**src/rtl/tbrl_pkg.sv**
```systemverilog
// Package for the token bucket rate limiter: widths, codes, constants and shared types.
`default_nettype none

package tbrl_pkg;

    // Field widths
    localparam int unsigned WORD_W   = 32;
    localparam int unsigned KIND_W   = 2;
    localparam int unsigned CFG_IDX_W = 2;
    localparam int unsigned DIFF_W   = 31;
    localparam int unsigned DQ_W     = 22;
    localparam int unsigned Q_W      = 23;
    localparam int unsigned REM_W    = 10;
    localparam int unsigned TICK_W   = 25;
    localparam int unsigned STEP_W   = 54;

    // Request kinds on the input channel
    localparam logic [KIND_W-1:0] REQ_TICK = 2'd0;
    localparam logic [KIND_W-1:0] REQ_TIME = 2'd1;
    localparam logic [KIND_W-1:0] REQ_USE  = 2'd2;

    // Operations decided at the first stage
    localparam logic [1:0] OP_NONE = 2'd0;
    localparam logic [1:0] OP_TICK = 2'd1;
    localparam logic [1:0] OP_ADD  = 2'd2;
    localparam logic [1:0] OP_USE  = 2'd3;

    // Configuration register indexes
    localparam logic [CFG_IDX_W-1:0] CFG_RATE   = 2'd0;
    localparam logic [CFG_IDX_W-1:0] CFG_BUCKET = 2'd1;

    // Division by 1000 and by 250 through one reciprocal, exact for 32-bit operands
    localparam int unsigned MS_PER_SEC  = 1000;
    localparam int unsigned RECIP_W     = 29;
    localparam logic [RECIP_W-1:0] RECIP_MUL = 29'd274877907;
    localparam int unsigned SHIFT_MS    = 38;
    localparam int unsigned SHIFT_TICK  = 36;

    // Item travelling down the step pipeline
    typedef struct packed {
        logic [1:0]        op;
        logic [WORD_W-1:0] req;
        logic [DIFF_W-1:0] diff;
    } t_item;

    // Rate and the values derived from it
    typedef struct packed {
        logic [WORD_W-1:0] rate;
        logic [Q_W-1:0]    q;
        logic [REM_W-1:0]  rem;
        logic [TICK_W-1:0] tick;
    } t_rate_cfg;

endpackage

`default_nettype wire

```
**src/rtl/tbrl_step_pipe.sv**
```systemverilog
// Refill step pipeline: turns elapsed milliseconds and rate into a token step, or passes the tick step for a tick.
`default_nettype none

module tbrl_step_pipe import tbrl_pkg::*; (
    input  wire logic              i_clk,
    input  wire logic              i_rst_n,
    input  wire logic              i_valid,
    output logic                   o_ready,
    input  wire t_item             i_item,
    input  wire t_rate_cfg         i_cfg,
    output logic                   o_valid,
    input  wire logic              i_ready,
    output t_item                  o_item,
    output logic [STEP_W-1:0]      o_step
);

    // Stage valids and ready chain
    logic r_v2, r_v3, r_v4, r_v5, r_v6, r_v7;
    logic rdy2, rdy3, rdy4, rdy5, rdy6, rdy7;

    assign rdy7 = !r_v7 || i_ready;
    assign rdy6 = !r_v6 || rdy7;
    assign rdy5 = !r_v5 || rdy6;
    assign rdy4 = !r_v4 || rdy5;
    assign rdy3 = !r_v3 || rdy4;
    assign rdy2 = !r_v2 || rdy3;
    assign o_ready = rdy2;
    assign o_valid = r_v7;

    always_ff @(posedge i_clk) begin
        if (!i_rst_n) begin
            r_v2 <= 1'b0;
            r_v3 <= 1'b0;
            r_v4 <= 1'b0;
            r_v5 <= 1'b0;
            r_v6 <= 1'b0;
            r_v7 <= 1'b0;
        end else begin
            if (rdy2) r_v2 <= i_valid;
            if (rdy3) r_v3 <= r_v2;
            if (rdy4) r_v4 <= r_v3;
            if (rdy5) r_v5 <= r_v4;
            if (rdy6) r_v6 <= r_v5;
            if (rdy7) r_v7 <= r_v6;
        end
    end

    // Stage payloads
    t_item                  r_it2, r_it3, r_it4, r_it5, r_it6, r_it7;
    logic [DQ_W-1:0]        r_dq3;
    logic [REM_W-1:0]       r_dr4;
    logic [STEP_W-1:0]      r_pa4, r_pa5, r_pab6;
    logic [Q_W+REM_W-1:0]   r_pb5;
    logic [2*REM_W-1:0]     r_pc5;
    logic [REM_W-1:0]       r_pd6;
    logic [STEP_W-1:0]      r_step7;

    // Stage 2: whole seconds of elapsed time
    logic [DIFF_W+RECIP_W-1:0] dq_prod;
    logic [DQ_W-1:0]           n_dq;
    assign dq_prod = (DIFF_W+RECIP_W)'(r_it2.diff) * (DIFF_W+RECIP_W)'(RECIP_MUL);
    assign n_dq    = DQ_W'(dq_prod >> SHIFT_MS);

    // Stage 3: leftover milliseconds, whole seconds times rate
    logic [WORD_W-1:0] dr_full;
    logic [REM_W-1:0]  n_dr;
    logic [STEP_W-1:0] n_pa;
    assign dr_full = WORD_W'(r_it3.diff) - WORD_W'(r_dq3) * WORD_W'(MS_PER_SEC);
    assign n_dr    = dr_full[REM_W-1:0];
    assign n_pa    = STEP_W'(r_dq3) * STEP_W'(i_cfg.rate);

    // Stage 4: leftover milliseconds against rate split into q and remainder
    logic [Q_W+REM_W-1:0] n_pb;
    logic [2*REM_W-1:0]   n_pc;
    assign n_pb = (Q_W+REM_W)'(r_dr4) * (Q_W+REM_W)'(i_cfg.q);
    assign n_pc = (2*REM_W)'(r_dr4) * (2*REM_W)'(i_cfg.rem);

    // Stage 5: fold the small product by 1000, add the two large terms
    logic [2*REM_W+RECIP_W-1:0] pd_prod;
    logic [REM_W-1:0]           n_pd;
    logic [STEP_W-1:0]          n_pab;
    assign pd_prod = (2*REM_W+RECIP_W)'(r_pc5) * (2*REM_W+RECIP_W)'(RECIP_MUL);
    assign n_pd    = REM_W'(pd_prod >> SHIFT_MS);
    assign n_pab   = r_pa5 + STEP_W'(r_pb5);

    // Stage 6: pick the tick step or the finished refill step
    logic [STEP_W-1:0] n_step;
    assign n_step = (r_it6.op == OP_TICK) ? STEP_W'(i_cfg.tick) : (r_pab6 + STEP_W'(r_pd6));

    always_ff @(posedge i_clk) begin
        if (rdy2) r_it2 <= i_item;
        if (rdy3) begin
            r_it3 <= r_it2;
            r_dq3 <= n_dq;
        end
        if (rdy4) begin
            r_it4 <= r_it3;
            r_dr4 <= n_dr;
            r_pa4 <= n_pa;
        end
        if (rdy5) begin
            r_it5 <= r_it4;
            r_pa5 <= r_pa4;
            r_pb5 <= n_pb;
            r_pc5 <= n_pc;
        end
        if (rdy6) begin
            r_it6  <= r_it5;
            r_pab6 <= n_pab;
            r_pd6  <= n_pd;
        end
        if (rdy7) begin
            r_it7   <= r_it6;
            r_step7 <= n_step;
        end
    end

    assign o_item = r_it7;
    assign o_step = r_step7;

    // Quotient by 1000 never overshoots the elapsed time
    a_dq_not_over: assert property (@(posedge i_clk) disable iff (!i_rst_n)
        r_v3 |-> (WORD_W'(r_dq3) * WORD_W'(MS_PER_SEC) <= WORD_W'(r_it3.diff)))
        else $error("seconds quotient too large");

    // Leftover milliseconds stay below one second
    a_dr_range: assert property (@(posedge i_clk) disable iff (!i_rst_n)
        r_v4 |-> (r_dr4 < REM_W'(MS_PER_SEC)))
        else $error("leftover milliseconds out of range");

    // A stalled entry stage keeps its word
    a_s2_hold: assert property (@(posedge i_clk) disable iff (!i_rst_n)
        (r_v2 && !rdy2) |=> (r_v2 && $stable(r_it2)))
        else $error("stage two lost its word under stall");

endmodule

`default_nettype wire

```
**config.mk**
```make
export PLATFORM = sky130hd
export DESIGN_NAME = tbrl_step_pipe
export DESIGN_NICKNAME = d
export VERILOG_FILES = /design/src/rtl/tbrl_pkg.sv /design/src/rtl/tbrl_step_pipe.sv
export SDC_FILE = /design/constraint.sdc
export NUM_CORES = 2
export LEC_CHECK = 0
export ABC_AREA = 1
export BUFFER_PORTS_ARGS = -buffer_cell sky130_fd_sc_hd__buf_2
export CAP_MARGIN = 5
export CORE_MARGIN = 8
export CORE_UTILIZATION = 45
export DETAILED_ROUTE_END_ITERATION = 10
export PLACE_DENSITY = 0.65
export SLEW_MARGIN = 10
export SYNTH_ARGS = -nofsm -noshare
export SYNTH_HDL_FRONTEND = slang
export SYNTH_SLANG_ARGS = --single-unit
```
**constraint.sdc**
```tcl
create_clock -name i_clk -period 23.1 [get_ports i_clk]
set_clock_uncertainty 0.1 [all_clocks]
set_input_delay 4.62 -clock i_clk [delete_from_list [all_inputs] [get_ports i_clk]]
set_output_delay 4.62 -clock i_clk [all_outputs]
set_load 0.02 [all_outputs]
```
# Yosys cells after proc, flatten, opt, wreduce, memory -nomap -nowiden
# Index checks and enable logic that the tools add are counted.
# word_totals
regBits	707
in_bits	159
out_inout_bits	121
word_cells	57
# op_classes
add_sub_neg	3
mul	6
eq_ne	1
muxes	1
reduce_logical	12
# op_table
cell	n
$mul A31 B29 Y60 const B	1
$add A54 B10 Y54	1
$add A54 B33 Y54	1
$mul A22 B32 Y54	1
$mul A20 B29 Y48 const B	1
$mul A10 B23 Y33	1
$mux W25	1
$mul A22 B7 Y7 const B	1
$mul A10 B10 Y20	1
$sub A10 B10 Y10	1
$logic_not A1 Y1	6
$logic_or A1 B1 Y1	6
$eq A2 B1 Y1 const B	1

# Depth between registers and ports, before layout
# depth
depth_word	7
depth_mapped	29
depth_no_buf	29

# Worst setup path before layout
# Ideal clock, no wire load.
# synth_timing
path_type	input to output
from	input i_ready
to	output o_ready
arrival_time_ps	14676
required_time_ps	18380
path_slack_ps	3704
path_stages	8
path_buffers	0
path_cell_list	nor2_1 > inv_1 > nor2_1 > inv_1 > nor2_1 > nand2_1 > nor2_1 > nand2_1
# synth_via
elab_chain_cells	6
# synth_rtl
item	line_no	source
start: declaration	tbrl_step_pipe.sv:12	input wire logic i_ready,
$logic_or A1 B1 Y1	tbrl_step_pipe.sv:21	assign rdy7 = !r_v7 || i_ready;
via rdy7	tbrl_step_pipe.sv:19	logic rdy2, rdy3, rdy4, rdy5, rdy6, rdy7;
$logic_or A1 B1 Y1	tbrl_step_pipe.sv:22	assign rdy6 = !r_v6 || rdy7;
via rdy6	tbrl_step_pipe.sv:19	
$logic_or A1 B1 Y1	tbrl_step_pipe.sv:23	assign rdy5 = !r_v5 || rdy6;
$logic_or A1 B1 Y1	tbrl_step_pipe.sv:24	assign rdy4 = !r_v4 || rdy5;
via rdy4	tbrl_step_pipe.sv:19	
$logic_or A1 B1 Y1	tbrl_step_pipe.sv:25	assign rdy3 = !r_v3 || rdy4;
$logic_or A1 B1 Y1	tbrl_step_pipe.sv:26	assign rdy2 = !r_v2 || rdy3;
end: declaration	tbrl_step_pipe.sv:8	output logic o_ready,
# The timed path passes the listed nets, and every way through them passes these cells.

# Worst setup path after layout
# Same ends and word-level chain as after synthesis.

==> results_dict.tcl <==
set metrics [dict create \
    grt_overflow_total 0 \
    critPathRequiredTime_ns 18.38 \
    grt_pass1_wl_um 383000 \
    finalHoldViolCount 0 \
    tightest_slew_ns 1.13 \
    cts_root_buf "clkbuf_16" \
    syn-num-nets 12900 \
    clk_latency_ns 0.69 \
    syn_area_per_cell_um2 8.53 \
    ys.flop_type "edfxtp_1" \
    finalSetupViolCount 0 \
    cts_resized 0 \
    drt-pass1-iter-count 6 \
    numPortBuffers 279 \
    cp-end-kind "primary output" \
    cts.sinks 704 \
    die_area_um2 213000 \
    wl_met2_um 115000 \
    antenna_found_initial 33 \
    arrival_ns 7.84 \
    first_global_vias 71300 \
    yosys-top-cells-area "fa_1, edfxtp_1, ha_1" \
    finalMaxSlewViolations 0 \
    ctsHtreeMaxLevel 3 \
    crit_type "input port to primary output" \
    synth.cells.most_frequent "nand2_1, inv_1, fa_1, ha_1, edfxtp_1" \
    numCtsBuffers 78 \
    final-instance-count-excl-fill 13400 \
    die_y_um 462 \
    ant_nets 0 \
    wl_met3_um 12500 \
    wirelength_um 238000 \
    synth_cells 10500 \
    cts_setup_buffers 0 \
    dp_cells 13200 \
    rsz0062_at_grt "no" \
    synth_top_area_share_pct 28.7 \
    gp_congestion 0.955 \
    clock_path_buffers 3 \
    syn_area_um2 89500 \
    crit_fanout 56 \
    fin_ws_ns 10.54 \
    initial_core_util_pct 45.3 \
    synthArstFlopShare_pct 0 \
    synth_area_leader_cell "fa_1" \
    fillers 19100 \
    syn_to_final_growth_pct 7.76 \
    maxUsedRoutingLayer "met5" \
    ys_seq_area_share_pct 23.6 \
    synth_edf_count 698 \
    synth_cell_type_count 46 \
    avgRoutedWirePerCell_um 17.8 \
    min_path_type "register to register" \
    drcViolationCount 0 \
    drt-met1-wl_um 101000 \
    clk_pin_slew_ns 0.06 \
    hold_slack_ns 0.292 \
    min_period_ns 12.56 \
    die_w_um 462 \
    status "finished, final reports clean" \
    grt_max_degree 119 \
    dpl.hpwl_um 198000 \
    multi_input_area_um2 56700 \
    synth.most_common_cell "nand2_1" \
    register_area_um2 21100 \
    vias 66000 \
    fmaxAchievable_ghz 0.0796 \
    dr.first_iter.drc_count 4378 \
    grt_usage_pct 22.7 \
    fin_crit_sh_pct 54.4 \
    io_pins 280 \
    cap_violations 0 \
    cts_tree "yes" \
    num_rows 163 \
    pre_cts_ws_ns 10.36 \
    fin_nets 13100 \
    drive_gt1_share_pct 5.13 \
    synth-seq-cells 704 \
    yosys_warnings 0 \
    core_region_area_um2 197000 \
    viasPerCell 4.93 \
    relSlewSlack_pct 24.8 \
    fin_tns_setup_ns 0 \
    crit_path_start_kind "input port" \
    ctsHoldBuffers 0 \
]
==> per-stage QoR <==
step / util, % / area [um2]
4_1_cts: 48.8 / 96400
6_report: 48.8 / 96400
5_1_grt: 48.8 / 96400
3_3_place_gp: 47.5 / 93800
3_5_place_dp: 47.5 / 93800
2_1_floorplan: - / 89500
==> kinds of logic after synthesis <==
kind of cell             after synthesis  synth area share [%]
XOR/XNOR                             122                  1.19
AND/OR/NAND/NOR                     3932                  17.8
adder cells (fa/ha/maj)             2242                  42.1
flip-flops                           704                  23.6
AO/OA/AOI/OAI                        366                  2.22
buffers and inverters               3118                  13.1
==> per-layer routing <==
metal,vias to the layer above,track usage [%]
met4,10,7.99
li1,31600,-
met2,1792,39.6
met1,32200,29.2
met3,454,2.66
met5,-,0
==> critical path, stage by stage <==
cell and delay, ns:
buf_2 0.10, nor2_1 0.23, inv_6 0.24, nor2_1 0.30, inv_6 0.22, nor2_1 0.52
nand2_4 0.44, nor2_1 0.47, nand2_4 0.37, buf_2 0.29
==> cell usage in the layout (no fill, tap or decap), drive strengths merged, types with 8 or more instances in the layout <==
cell and instances:
clkinv 33, ha 960, xnor2 39, a21oi 218, nand2 2935, a21o 13
xor2 83, or2 13, a21boi 9, nor2 481, o21ai 90, edfxtp 698
nor3 65, nand3 296, fa 1282, diode 9, buf 326, clkbuf 88
and2 14, nand3b 17, o21bai 19, nand4 100, and3 8, inv 2915
==> cell type report <==
| type | count | area share [%] |
|---|---|---|
| clock buffer | 88 | 2.06 |
| antenna | 9 | 0.0234 |
| tap | 2640 | 3.43 |
| multi-input combinational | 6662 | 58.8 |
| clock inverter | 57 | 0.683 |
| timing repair buffer | 326 | 1.81 |
| inverter | 2901 | 11.3 |
| sequential | 704 | 21.9 |
==> worst paths after layout <==
kind                                 from        end  slack [ns]  cells past startpoint
worst min register to register  r_it4[25]  r_it5[25]        0.29                      0
worst min-delay path            r_it4[25]  r_it5[25]        0.29                      0
worst max-delay path              i_ready    o_ready       10.54                     10
worst max register to register  r_it2[29]  r_dq3[19]       16.00                     22
==> flip-flops by register name, summed over array words and instances (netlist names), 22 cells and up <==
signal	flops
r_it6	65
r_dq3	22
o_item	65
r_it3	65
r_it5	65
r_it4	65
r_pb5	33
r_pa4	54
r_pab6	54
r_it2	65
o_step	54
r_pa5	54
Power is left out: the tool's default activity adds up to more than one toggle a clock period on the data nets, which glitch-free logic cannot reach.
